### src/rtl/core/adc_port_average_change_report_macros.svh
// assertion macros shared by the averaging change reporter
// no dependencies; included by files that carry concurrent checks
`ifndef ADC_PORT_AVERAGE_CHANGE_REPORT_MACROS_SVH
`define ADC_PORT_AVERAGE_CHANGE_REPORT_MACROS_SVH

// same-cycle implication
`define APAC_ASSERT_IMPLY(label, clk, rst, cond, prop) \
  label: assert property (@(posedge clk) disable iff (rst) (cond) |-> (prop)) \
    else $error("apac check failed");

// next-cycle implication
`define APAC_ASSERT_NEXT(label, clk, rst, cond, prop) \
  label: assert property (@(posedge clk) disable iff (rst) (cond) |=> (prop)) \
    else $error("apac check failed");

`endif

### src/rtl/core/apac_pkg.sv
// constants, codes and shared types of the averaging change reporter
// no dependencies
package apac_pkg;

  localparam int NUM_PORTS           = 14;
  localparam int SAMPLES_PER_AVERAGE = 8;

  localparam int PORT_W  = 4;
  localparam int SAMPLE_W = 10;
  localparam int VALUE_W = 11;
  localparam int TYPES_W = 42;
  localparam int KIND_W  = 3;

  localparam int IDX_W = (NUM_PORTS > 1) ? $clog2(NUM_PORTS) : 1;
  localparam int CNT_W = (SAMPLES_PER_AVERAGE > 1) ? $clog2(SAMPLES_PER_AVERAGE) : 1;
  localparam int SUM_W = SAMPLE_W + $clog2(SAMPLES_PER_AVERAGE);

  localparam logic [TYPES_W-1:0] TYPES_RESET = 42'd1256584717458;

  localparam logic [KIND_W-1:0] KIND_FADER_BYTE  = 3'd0;
  localparam logic [KIND_W-1:0] KIND_BYTE_VOLUME = 3'd1;
  localparam logic [KIND_W-1:0] KIND_BYTE_RAW    = 3'd2;
  localparam logic [KIND_W-1:0] KIND_FADER_WORD  = 3'd3;
  localparam logic [KIND_W-1:0] KIND_WORD_VOLUME = 3'd4;
  localparam logic [KIND_W-1:0] KIND_WORD_RAW    = 3'd5;

  localparam int BYTE_CHANGE_MIN = 4;
  localparam int FADER_DIV       = 125;
  localparam int FADER_STEPS     = 8;
  localparam int FADER_BYTE_MIN  = 2;
  localparam int FADER_BYTE_MAX  = 127;
  localparam int BYTE_FULL       = 255;
  localparam int BVOL_LOW        = 124;
  localparam int BVOL_HIGH       = 130;
  localparam int BVOL_CENTER     = 127;
  localparam int FADER_WORD_MIN  = 8;
  localparam int WORD_FULL       = 1024;
  localparam int WVOL_LOW        = 506;
  localparam int WVOL_HIGH       = 518;
  localparam int WVOL_CENTER     = 512;

  typedef struct packed {
    logic [PORT_W-1:0]   port;
    logic [SAMPLE_W-1:0] sample;
  } item_t;

  typedef struct packed {
    logic                report;
    logic [PORT_W-1:0]   port;
    logic [SAMPLE_W-1:0] avg;
    logic [KIND_W-1:0]   kind;
  } decision_t;

endpackage

### src/rtl/core/apac_sample_if.sv
// sample channel: valid/ready with port number and converter reading
// depends on apac_pkg
interface apac_sample_if;
  logic                         valid;
  logic                         ready;
  logic [apac_pkg::PORT_W-1:0]   port;
  logic [apac_pkg::SAMPLE_W-1:0] sample;

  modport source (output valid, output port, output sample, input ready);
  modport sink (input valid, input port, input sample, output ready);
endinterface

### src/rtl/core/apac_report_if.sv
// report channel: valid/ready with port, scaled value and word flag
// depends on apac_pkg
interface apac_report_if;
  logic                        valid;
  logic                        ready;
  logic [apac_pkg::PORT_W-1:0]  report_port;
  logic [apac_pkg::VALUE_W-1:0] report_value;
  logic                        is_word;

  modport source (output valid, output report_port, output report_value, output is_word,
                  input ready);
  modport sink (input valid, input report_port, input report_value, input is_word,
                output ready);
endinterface

### src/rtl/core/apac_cfg_if.sv
// configuration write channel: valid/ready with port type register data
// depends on apac_pkg
interface apac_cfg_if;
  logic                        valid;
  logic                        ready;
  logic [apac_pkg::TYPES_W-1:0] data;

  modport source (output valid, output data, input ready);
  modport sink (input valid, input data, output ready);
endinterface

### src/rtl/core/apac_accum.sv
// per-port running sums, sample counts and last reported averages, change decision
// depends on apac_pkg and adc_port_average_change_report_macros.svh
`include "adc_port_average_change_report_macros.svh"

module apac_accum (
  input  logic                         clk,
  input  logic                         rst,
  input  logic                         valid,
  input  logic                         go,
  input  apac_pkg::item_t              item,
  input  logic [apac_pkg::TYPES_W-1:0] port_types,
  output apac_pkg::decision_t          dec
);

  logic [apac_pkg::CNT_W-1:0]    sample_count  [apac_pkg::NUM_PORTS];
  logic [apac_pkg::SUM_W-1:0]    running_sum   [apac_pkg::NUM_PORTS];
  logic [apac_pkg::SAMPLE_W-1:0] last_reported [apac_pkg::NUM_PORTS];

  logic [apac_pkg::IDX_W-1:0]    idx;
  logic                          in_range;
  logic                          done;
  logic [apac_pkg::SUM_W-1:0]    sum_next;
  logic [apac_pkg::SAMPLE_W-1:0] avg;
  logic [apac_pkg::SAMPLE_W-1:0] diff;
  logic [apac_pkg::TYPES_W-1:0]  types_shifted;
  logic [apac_pkg::KIND_W-1:0]   kind;
  logic                          changed;

  always_comb begin
    idx      = item.port[apac_pkg::IDX_W-1:0];
    in_range = (5'(item.port) < 5'(apac_pkg::NUM_PORTS));
    done     = (sample_count[idx] == apac_pkg::CNT_W'(apac_pkg::SAMPLES_PER_AVERAGE - 1));
    sum_next = running_sum[idx] + apac_pkg::SUM_W'(item.sample);
    avg      = apac_pkg::SAMPLE_W'(sum_next / apac_pkg::SAMPLES_PER_AVERAGE);
    diff     = (avg > last_reported[idx]) ? avg - last_reported[idx]
                                          : last_reported[idx] - avg;
    types_shifted = port_types >> (6'(item.port) * 6'd3);
    kind     = types_shifted[apac_pkg::KIND_W-1:0];
    if (kind < apac_pkg::KIND_FADER_WORD) begin
      changed = (diff > apac_pkg::SAMPLE_W'(apac_pkg::BYTE_CHANGE_MIN));
    end else if (kind <= apac_pkg::KIND_WORD_RAW) begin
      changed = (diff != '0);
    end else begin
      changed = 1'b0;
    end
    dec.report = valid && in_range && done && changed;
    dec.port   = item.port;
    dec.avg    = avg;
    dec.kind   = kind;
  end

  always_ff @(posedge clk) begin
    if (rst) begin
      for (int i = 0; i < apac_pkg::NUM_PORTS; i++) begin
        sample_count[i]  <= '0;
        running_sum[i]   <= '0;
        last_reported[i] <= '0;
      end
    end else if (go && in_range) begin
      if (done) begin
        sample_count[idx] <= '0;
        running_sum[idx]  <= '0;
        if (dec.report) begin
          last_reported[idx] <= avg;
        end
      end else begin
        sample_count[idx] <= sample_count[idx] + 1'b1;
        running_sum[idx]  <= sum_next;
      end
    end
  end

  `APAC_ASSERT_IMPLY(a_report_legal, clk, rst, dec.report, in_range && done && (kind <= apac_pkg::KIND_WORD_RAW))
  `APAC_ASSERT_NEXT(a_count_cleared, clk, rst, go && in_range && done, sample_count[$past(idx)] == '0)
  `APAC_ASSERT_NEXT(a_last_updated, clk, rst, go && dec.report, last_reported[$past(idx)] == $past(avg))

endmodule

### src/rtl/core/apac_scale.sv
// scaling of an average by port type: fader, volume with center dead band, raw
// depends on apac_pkg
module apac_scale (
  input  logic [apac_pkg::KIND_W-1:0]   kind,
  input  logic [apac_pkg::SAMPLE_W-1:0] avg,
  output logic [apac_pkg::VALUE_W-1:0]  value,
  output logic                          is_word
);

  logic [6:0]                     byte_avg;
  logic [7:0]                     fader_byte;
  logic [7:0]                     byte_vol;
  logic [3:0]                     steps;
  logic [apac_pkg::VALUE_W-1:0]   fader_word;
  logic [apac_pkg::VALUE_W-1:0]   word_vol;

  always_comb begin
    byte_avg   = avg[apac_pkg::SAMPLE_W-1:3];
    // v*126/125 is v plus floor(v/125)
    fader_byte = {1'b0, byte_avg} + 8'(byte_avg >= 7'(apac_pkg::FADER_DIV));
    byte_vol   = 8'(apac_pkg::BYTE_FULL) - avg[apac_pkg::SAMPLE_W-1:2];
    steps      = '0;
    for (int k = 1; k <= apac_pkg::FADER_STEPS; k++) begin
      steps = steps + 4'(avg >= apac_pkg::SAMPLE_W'(apac_pkg::FADER_DIV * k));
    end
    fader_word = apac_pkg::VALUE_W'(avg) + apac_pkg::VALUE_W'(steps);
    word_vol   = apac_pkg::VALUE_W'(apac_pkg::WORD_FULL) - apac_pkg::VALUE_W'(avg);

    case (kind)
      apac_pkg::KIND_FADER_BYTE: begin
        if (fader_byte < 8'(apac_pkg::FADER_BYTE_MIN)) begin
          value = '0;
        end else if (fader_byte > 8'(apac_pkg::FADER_BYTE_MAX)) begin
          value = apac_pkg::VALUE_W'(apac_pkg::FADER_BYTE_MAX);
        end else begin
          value = apac_pkg::VALUE_W'(fader_byte);
        end
      end
      apac_pkg::KIND_BYTE_VOLUME: begin
        if (byte_vol > 8'(apac_pkg::BVOL_LOW) && byte_vol < 8'(apac_pkg::BVOL_HIGH)) begin
          value = apac_pkg::VALUE_W'(apac_pkg::BVOL_CENTER);
        end else begin
          value = apac_pkg::VALUE_W'(byte_vol);
        end
      end
      apac_pkg::KIND_BYTE_RAW: begin
        value = apac_pkg::VALUE_W'(avg[apac_pkg::SAMPLE_W-1:2]);
      end
      apac_pkg::KIND_FADER_WORD: begin
        if (fader_word < apac_pkg::VALUE_W'(apac_pkg::FADER_WORD_MIN)) begin
          value = '0;
        end else if (fader_word > apac_pkg::VALUE_W'(apac_pkg::WORD_FULL)) begin
          value = apac_pkg::VALUE_W'(apac_pkg::WORD_FULL);
        end else begin
          value = fader_word;
        end
      end
      apac_pkg::KIND_WORD_VOLUME: begin
        if (word_vol > apac_pkg::VALUE_W'(apac_pkg::WVOL_LOW) &&
            word_vol < apac_pkg::VALUE_W'(apac_pkg::WVOL_HIGH)) begin
          value = apac_pkg::VALUE_W'(apac_pkg::WVOL_CENTER);
        end else begin
          value = word_vol;
        end
      end
      apac_pkg::KIND_WORD_RAW: begin
        value = apac_pkg::VALUE_W'(avg);
      end
      default: begin
        value = '0;
      end
    endcase
    is_word = (kind >= apac_pkg::KIND_FADER_WORD);
  end

endmodule

### src/rtl/core/adc_port_average_change_report.sv
// Averaging change reporter: accepts one converter sample per clock on the sample channel
// and, when a port completes its averaging window with a large enough move, delivers one
// report after the sample transfer, through the input register and then the result register.
// Sustained rate is one sample per cycle; it is set by the read-modify-write of the
// per-port sum, count and last value. A sample that would report stalls only while
// the result register is full and not taken. Port types are written on the cfg channel.
// depends on apac_pkg, the channel interfaces, apac_accum and apac_scale
module adc_port_average_change_report (
  input  logic          clk,
  input  logic          rst,
  apac_sample_if.sink   samples,
  apac_report_if.source reports,
  apac_cfg_if.sink      cfg
);

  logic [apac_pkg::TYPES_W-1:0]  port_types;
  logic                          s1_valid;
  apac_pkg::item_t               s1_item;
  apac_pkg::decision_t           dec;
  logic                          out_free;
  logic                          go;
  logic [apac_pkg::VALUE_W-1:0]  value;
  logic                          word;
  logic                          out_valid;
  logic [apac_pkg::PORT_W-1:0]   out_port;
  logic [apac_pkg::VALUE_W-1:0]  out_value;
  logic                          out_word;

  assign cfg.ready     = 1'b1;
  assign out_free      = !out_valid || reports.ready;
  assign go            = s1_valid && (!dec.report || out_free);
  assign samples.ready = !s1_valid || go;

  always_ff @(posedge clk) begin
    if (rst) begin
      port_types <= apac_pkg::TYPES_RESET;
    end else if (cfg.valid) begin
      port_types <= cfg.data;
    end
  end

  // input register
  always_ff @(posedge clk) begin
    if (rst) begin
      s1_valid <= 1'b0;
    end else if (samples.ready) begin
      s1_valid <= samples.valid;
    end
  end

  always_ff @(posedge clk) begin
    if (samples.ready && samples.valid) begin
      s1_item.port   <= samples.port;
      s1_item.sample <= samples.sample;
    end
  end

  apac_accum u_accum (
    .clk        (clk),
    .rst        (rst),
    .valid      (s1_valid),
    .go         (go),
    .item       (s1_item),
    .port_types (port_types),
    .dec        (dec)
  );

  apac_scale u_scale (
    .kind    (dec.kind),
    .avg     (dec.avg),
    .value   (value),
    .is_word (word)
  );

  // result register
  always_ff @(posedge clk) begin
    if (rst) begin
      out_valid <= 1'b0;
    end else if (out_free) begin
      out_valid <= go && dec.report;
    end
  end

  always_ff @(posedge clk) begin
    if (out_free && go && dec.report) begin
      out_port  <= dec.port;
      out_value <= value;
      out_word  <= word;
    end
  end

  assign reports.valid        = out_valid;
  assign reports.report_port  = out_port;
  assign reports.report_value = out_value;
  assign reports.is_word      = out_word;

endmodule

### src/flat_wrapper.sv
// flat-port wrapper written by rule: the top's interface ports become plain ports
module adc_port_average_change_report_flat 
  (clk, rst, samples_valid, samples_port, samples_sample, samples_ready, reports_valid, reports_report_port, reports_report_value, reports_is_word, reports_ready, cfg_valid, cfg_data, cfg_ready);
  apac_sample_if samples_i ();
  apac_report_if reports_i ();
  apac_cfg_if cfg_i ();
  input  logic clk;
  input  logic rst;
  input wire logic [$bits(samples_i.valid)-1:0] samples_valid;
  input wire logic [$bits(samples_i.port)-1:0] samples_port;
  input wire logic [$bits(samples_i.sample)-1:0] samples_sample;
  output wire logic [$bits(samples_i.ready)-1:0] samples_ready;
  output wire logic [$bits(reports_i.valid)-1:0] reports_valid;
  output wire logic [$bits(reports_i.report_port)-1:0] reports_report_port;
  output wire logic [$bits(reports_i.report_value)-1:0] reports_report_value;
  output wire logic [$bits(reports_i.is_word)-1:0] reports_is_word;
  input wire logic [$bits(reports_i.ready)-1:0] reports_ready;
  input wire logic [$bits(cfg_i.valid)-1:0] cfg_valid;
  input wire logic [$bits(cfg_i.data)-1:0] cfg_data;
  output wire logic [$bits(cfg_i.ready)-1:0] cfg_ready;
  assign samples_i.valid = samples_valid;
  assign samples_i.port = samples_port;
  assign samples_i.sample = samples_sample;
  assign samples_ready = samples_i.ready;
  assign reports_valid = reports_i.valid;
  assign reports_report_port = reports_i.report_port;
  assign reports_report_value = reports_i.report_value;
  assign reports_is_word = reports_i.is_word;
  assign reports_i.ready = reports_ready;
  assign cfg_i.valid = cfg_valid;
  assign cfg_i.data = cfg_data;
  assign cfg_ready = cfg_i.ready;
  adc_port_average_change_report u_core (.clk(clk), .rst(rst), .samples(samples_i), .reports(reports_i), .cfg(cfg_i));
endmodule
### config.mk
export PLATFORM = sky130hd
export DESIGN_NAME = adc_port_average_change_report_flat
export DESIGN_NICKNAME = d
export VERILOG_FILES = /design/src/rtl/core/apac_pkg.sv /design/src/rtl/core/apac_sample_if.sv /design/src/rtl/core/apac_report_if.sv /design/src/rtl/core/apac_cfg_if.sv /design/src/rtl/core/apac_accum.sv /design/src/rtl/core/apac_scale.sv /design/src/rtl/core/adc_port_average_change_report.sv /design/src/flat_wrapper.sv
export VERILOG_INCLUDE_DIRS = /design/src /design/src/rtl/core
export SDC_FILE = /design/constraint.sdc
export NUM_CORES = 1
export LEC_CHECK = 0
export ABC_CLOCK_PERIOD_IN_PS = 16980
export BUFFER_PORTS_ARGS = -buffer_cell sky130_fd_sc_hd__buf_2
export CAP_MARGIN = 15
export CORE_MARGIN = 4
export CORE_UTILIZATION = 55
export DETAILED_ROUTE_END_ITERATION = 8
export GPL_TIMING_DRIVEN = 0
export PLACE_DENSITY = 0.7
export SLEW_MARGIN = 20
export SYNTH_ARGS = -nofsm -noshare
export SYNTH_HDL_FRONTEND = slang
export SYNTH_SLANG_ARGS = --single-unit
### constraint.sdc
create_clock -name clk -period 16.98 [get_ports clk]
set_input_delay 1.698 -clock clk [delete_from_list [all_inputs] [get_ports clk]]
set_output_delay 1.698 -clock clk [all_outputs]
set_load 0.05 [all_outputs]
# --- Word-level counts from Yosys, hierarchy flattened ---
# Memories as Yosys holds them, arrays and structs flattened. A register that Yosys moved wholly into a read port is not among the register bits.
# Cells that the tools add are included.
totals:
  ram_bits: 364
  inputBits: 61
  mem_count: 3
  romBits: 0
  regBits: 74
  latch_bits: 0
mem_list:
  columns: ["memory", "depth", "width", "rd", "rd_ports_with_merged_regs", "write_ports", "line", "rtl"]
  rows:
  - ["u_core.u_accum.running_sum", 14, 13, 1, 1, 14, "apac_accum.sv:16", "logic [apac_pkg::SUM_W-1:0] running_sum [apac_pkg::NUM_PORTS];"]
  - ["u_core.u_accum.last_reported", 14, 10, 1, 1, 14, "apac_accum.sv:17", "logic [apac_pkg::SAMPLE_W-1:0] last_reported [apac_pkg::NUM_PORTS];"]
  - ["u_core.u_accum.sample_count", 14, 3, 1, 1, 14, "apac_accum.sv:15", "logic [apac_pkg::CNT_W-1:0] sample_count [apac_pkg::NUM_PORTS];"]
classes:
  n_mul: 1
  shifts: 1
  div_mod_pow: 0
  n_mux: 39
  n_lt_le_gt_ge: 23
  bitwise: 2
  eq_ne: 6
  add_sub_neg: 15
  reduce_logical: 22
op_table:
  columns: ["op", "n"]
  rows:
  - ["$pmux 11 s6", 1]
  - ["$shr 42x6->3", 1]
  - ["$ge 10x10->1 const B", 4]
  - ["$mux 11", 3]
  - ["$mux 13", 2]
  - ["$mux 4", 6]
  - ["$mux 8", 3]
  - ["$ge 10x9->1 const B", 2]
  - ["$mux 1", 20]
  - ["$mux 10", 2]
  - ["$sub 10x10->10", 2]
  - ["$add 4x1->4", 4]
  - ["$gt 8x7->1 const B", 2]
  - ["$add 13x10->13", 1]
  - ["$reduce_or 13->1", 1]
  - ["$add 10x4->11", 1]
  - ["$gt 11x11->1 const B", 1]
  - ["$gt 11x9->1 const B", 1]
  - ["$logic_and 1x1->1", 11]
  - ["$lt 11x10->1 const B", 1]
  - ["$lt 11x4->1 const B", 1]
  - ["$sub 11x10->11 const A", 1]
  - ["$ge 10x7->1 const B", 1]
  - ["$ge 10x8->1 const B", 1]
  - ["other kinds (27)", 36]

# --- Depth between registers and ports, before layout ---
logic_depth:
  word_depth: 17
  depth_mapped: 34
  depth_no_buf: 28

# --- By module ---
# From an unflattened synthesis, not the netlist that was laid out.
hier_totals:
  hier_cells: 1845
  area_unflattened_um2: 24279.5
modules_own_cells:
  columns: ["mod", "n_inst", "seq_area_each_um2", "cells_per_inst", "area_each_um2"]
  rows:
  - ["apac_accum", 1, 12492.0, 1380, 19886.6]
  - ["adc_port_average_change_report", 1, 1781.7, 181, 2555.0]
  - ["apac_scale", 1, 0.0, 284, 1838.0]

# --- Least setup slack after synthesis ---
# Ideal clock, no wire load.
synth_timing:
  path_kind: "register -> register"
  startpoint: "reg with a tool-made name"
  endpoint: "reg u_core.out_value (netlist bit u_core.reports.report_value[4]), data pin"
  path_slack_ps: 7130
  synth_period_minus_slack_ps: 9850
  stages_incl_launch_ff: 34
  arrival_time_ps: 9589
  setup_ps: 261
  cell_sequence: "dfxtp_1 buf_4 buf_2 clkbuf_1 buf_1 mux4_2 mux4_2 ha_1 fa_1 a21o_1 a21oi_1 xor2_1 clkbuf_1 ha_1 clkbuf_1 nor2b_1 a21oi_1 o31ai_1 fa_1 fa_1 fa_1 fa_1 inv_1 fa_1 nand2_1 nand2_1 a21oi_1 nor4_1 nand3_1 and3_1 o21ai_0 nand2b_1 a2111oi_0 a311o_1"
synth_lines:
  columns: ["element", "line", "rtl"]
  rows:
  - ["end signal, assigned", "adc_port_average_change_report.sv:87", "out_value <= value;"]
  - ["end, declared", "adc_port_average_change_report.sv:26", "logic [apac_pkg::VALUE_W-1:0] out_value;"]

==> reports/metrics.csv <==
metric;value;unit
status;finished clean;
cts_tree;done;
synth_top_cell_by_area;edfxtp_1;
avgSynthCellArea;13.0;um^2
drc_errors;0;
final-setup-viol-count;0;
drtAntennaViolNets;0;
final_util;64.1;%
antenna_cells;0;
drtIter0Drc;2619;
max_freq;72.3;MHz
fin_crit_sh;81.5;%
crit_top_cell;clkbuf_1;
vias;17700;
die_width;219;um
antenna_found_initial;0;
crit_slowest_cell;a2111oi_2;
syn2layout_area_growth;14.3;%
cts_buffers;50;
fin_crit;13.83;ns
seqPwrFrac;38.7;%
startpoint_type;register;
timing.setup.tns;0;ns
cts_hold_buf;0;
p_sw;0.00127;W
grt_max_degree;17;
ios;80;
skew;0.0229;ns
rr_worst_depth;33;
die_area;47800;um^2
firstDrtPassIters;6;
power_leakage;10.0;nW
clock_power_share;30.5;%
clk_path_buf_depth;3;
fp.dieH;219;um
grt_pass1_wl;109000;um
grt_pass1_vias;17300;
irDropWorstVdd;0.0787;mV
required;15.28;ns
ys_types;78;
min_from;u_core.s1_item[13];
worst_pin_slew;1.09;ns
rsz0062_at_grt;no;
critPathArrivalTime;12.14;ns
hpwl;52600;um
cp-end-kind;primary output;
drive_gt1_share;18.3;%
syn_area;24400;um^2
routabilityCongestion;0.946;
whs_path_depth;0;
hold_violations;0;
ys_top_cells_by_area;edfxtp_1 55%, mux4_2 12%, nor2_1 4.3%;
core;43500;um^2
max-cap-violations;0;
track_usage;30.7;%
clkSlewWorstSetupHoldPaths;0.06;ns
post-cts-setup-buffers;0;
wire_per_inst;26.8;um
worst-path-max-fanout;10;
cts.sinks;494;
initial_utilization;56.1;%
crit_type;reg -> out;
p_int;0.00239;W
cts_root_buffer;clkbuf_16;
power.density;131;nW/um^2
synth_seq_cells;494;
synth_top_area_share;54.9;%
cts_resized;0;
final_nets;2192;
grt_overflow_total;0;
combPwrFrac;30.8;%
ys_seq_area_share;58.9;%
fp-row-count;76;
htree_levels;2;
wirelength;72700;um
netSwitchingFraction;34.6;%
num-fill-cells;3293;
hold_class;reg -> reg;
synth_cells;1878;
yosys_warnings;0;
synthArstFlopShare;0;%
ys.flop_type;edfxtp_1;
drv_slew;0;
viasPerCell;6.52;
synth_edf_count;446;
clock_latency;0.61;ns
io_buffers;76;
cpPeakStageDelay;0.92;ns
max-slew-margin-rel;27.4;%
## through the flow
stage | hold slack, ns | area (um^2) | total power [W] | std cells | worst slack [ns]
floorplan | 0.421 | 24600 | 0.00216 | 1929 | 7.13
global placement | 0.432 | 25700 | 0.00250 | 2590 | 2.95
detailed placement | 0.433 | 26200 | 0.00253 | 2616 | 3.69
CTS | 0.450 | 27900 | 0.00363 | 2710 | 3.42
global route | 0.464 | 27900 | 0.00380 | 2710 | 2.66
finish | 0.451 | 27900 | 0.00365 | 2710 | 3.15
## synthesized netlist by cell type, drive strengths merged, types with 6 or more instances
| cell type | instances |
|---|---|
| nand2 | 78 |
| inv | 47 |
| a21o | 6 |
| edfxtp | 446 |
| dfxtp | 48 |
| o21ai | 53 |
| ha | 40 |
| buf | 55 |
| and2 | 53 |
| a21oi | 40 |
| a31oi | 13 |
| o21a | 9 |
| nand3 | 44 |
| nor2 | 279 |
| mux2i | 54 |
| a311o | 7 |
| nor2b | 17 |
| nor3 | 165 |
| and3 | 9 |
| xnor2 | 11 |
| xor2 | 7 |
| a211oi | 12 |
| or3 | 7 |
| fa | 8 |
| clkbuf | 97 |
| o31ai | 20 |
| or2 | 6 |
| nand2b | 13 |
| nand4 | 19 |
| mux4 | 134 |
## sequential cells by signal, indices dropped and copies added (netlist names), 4 cells and up, named ones only
signal and count:
u_core.reports.report_port 4, u_core.u_accum.last_reported 160, u_core.u_accum.running_sum 208, u_core.reports.report_value 11, u_core.u_accum.sample_count 48, u_core.port_types 42, u_core.s1_item 14
## critical path: cells and delay by family, from the launching register on
kind	cells	cell delay, ns
AO/OA/AOI/OAI	10	3.50
adder cells (fa/ha/maj)	2	0.79
buffers and inverters	11	4.88
multiplexers	3	1.19
AND/OR/NAND/NOR	4	0.73
flip-flops	1	0.42
## power groups by stage
stage	sequential (W)	clock [W]	combinational (W)
6_report	0.00142	0.00112	0.00112
5_1_grt	0.00142	0.00118	0.00120
4_1_cts	0.00142	0.00112	0.00109
3_5_place_dp	0.00144	0	0.00109
3_3_place_gp	0.00144	0	0.00106
2_1_floorplan	0.00143	0	0.000726
## path summary, 6_finish.rpt
| kind | end | slack, ns |
|---|---|---|
| worst max-delay path | samples_ready | 3.15 |
| worst min-delay path | u_core.reports.report_port[3] | 0.45 |
| worst max register to register | u_core.reports.report_value[5] | 3.42 |
| worst min register to register | u_core.reports.report_port[3] | 0.45 |
## area by class of cell
cell class | count | area (um^2) | area share (%)
repair buffers | 102 | 669 | 2.40
inverters | 49 | 184 | 0.660
multi-input cells | 1234 | 9670 | 34.7
plain buffers | 152 | 626 | 2.24
clock buffers | 61 | 1350 | 4.83
well taps | 585 | 732 | 2.63
flip-flops and latches | 494 | 14400 | 51.5
clock inverters | 33 | 298 | 1.07
## cell families after synthesis
family	count (synthesis)	synth area share (%)
DFF	494	58.9
adders and majority gates	48	2.71
AOI/OAI and AO/OA	216	6.09
xor gates and xnor gates	18	0.647
muxes	193	14.8
and+or+nand+nor	706	13.6
buffers and inverters	201	3.28
other	2	0.0308
## cell usage in the layout (no fill, tap or decap), types with 8 or more instances in the layout
master	netlist	routed
a211oi_1	12	10
a21oi_1	40	40
a31oi_1	13	12
and2_1	51	51
and3_1	9	9
buf_1	30	24
buf_2	21	99
buf_4	3	14
buf_8	0	10
clkbuf_1	97	103
clkbuf_16	0	52
clkinv_1	2	17
clkinv_2	0	9
conb_1	2	53
dfxtp_1	48	48
edfxtp_1	446	446
fa_1	8	8
ha_1	40	40
inv_1	46	46
mux2i_1	54	54
mux4_2	134	134
nand2_1	78	78
nand2b_1	13	13
nand3_1	44	44
nand4_1	18	18
nor2_1	278	277
nor2b_1	17	17
nor3_1	164	163
o21a_1	9	9
o21ai_0	52	38
o21ai_1	1	10
o31ai_4	1	15
xnor2_1	11	11
## per-layer routing
metal | vias up | wire length (um) | GRT usage, %
met5 | - | 0 | 0
met4 | 0 | 3430 | 11.9
met3 | 240 | 9220 | 7.74
met2 | 1293 | 33300 | 47.9
met1 | 8644 | 26800 | 41.9
li1 | 7494 | - | -
(Power assumes the default switching activity.)
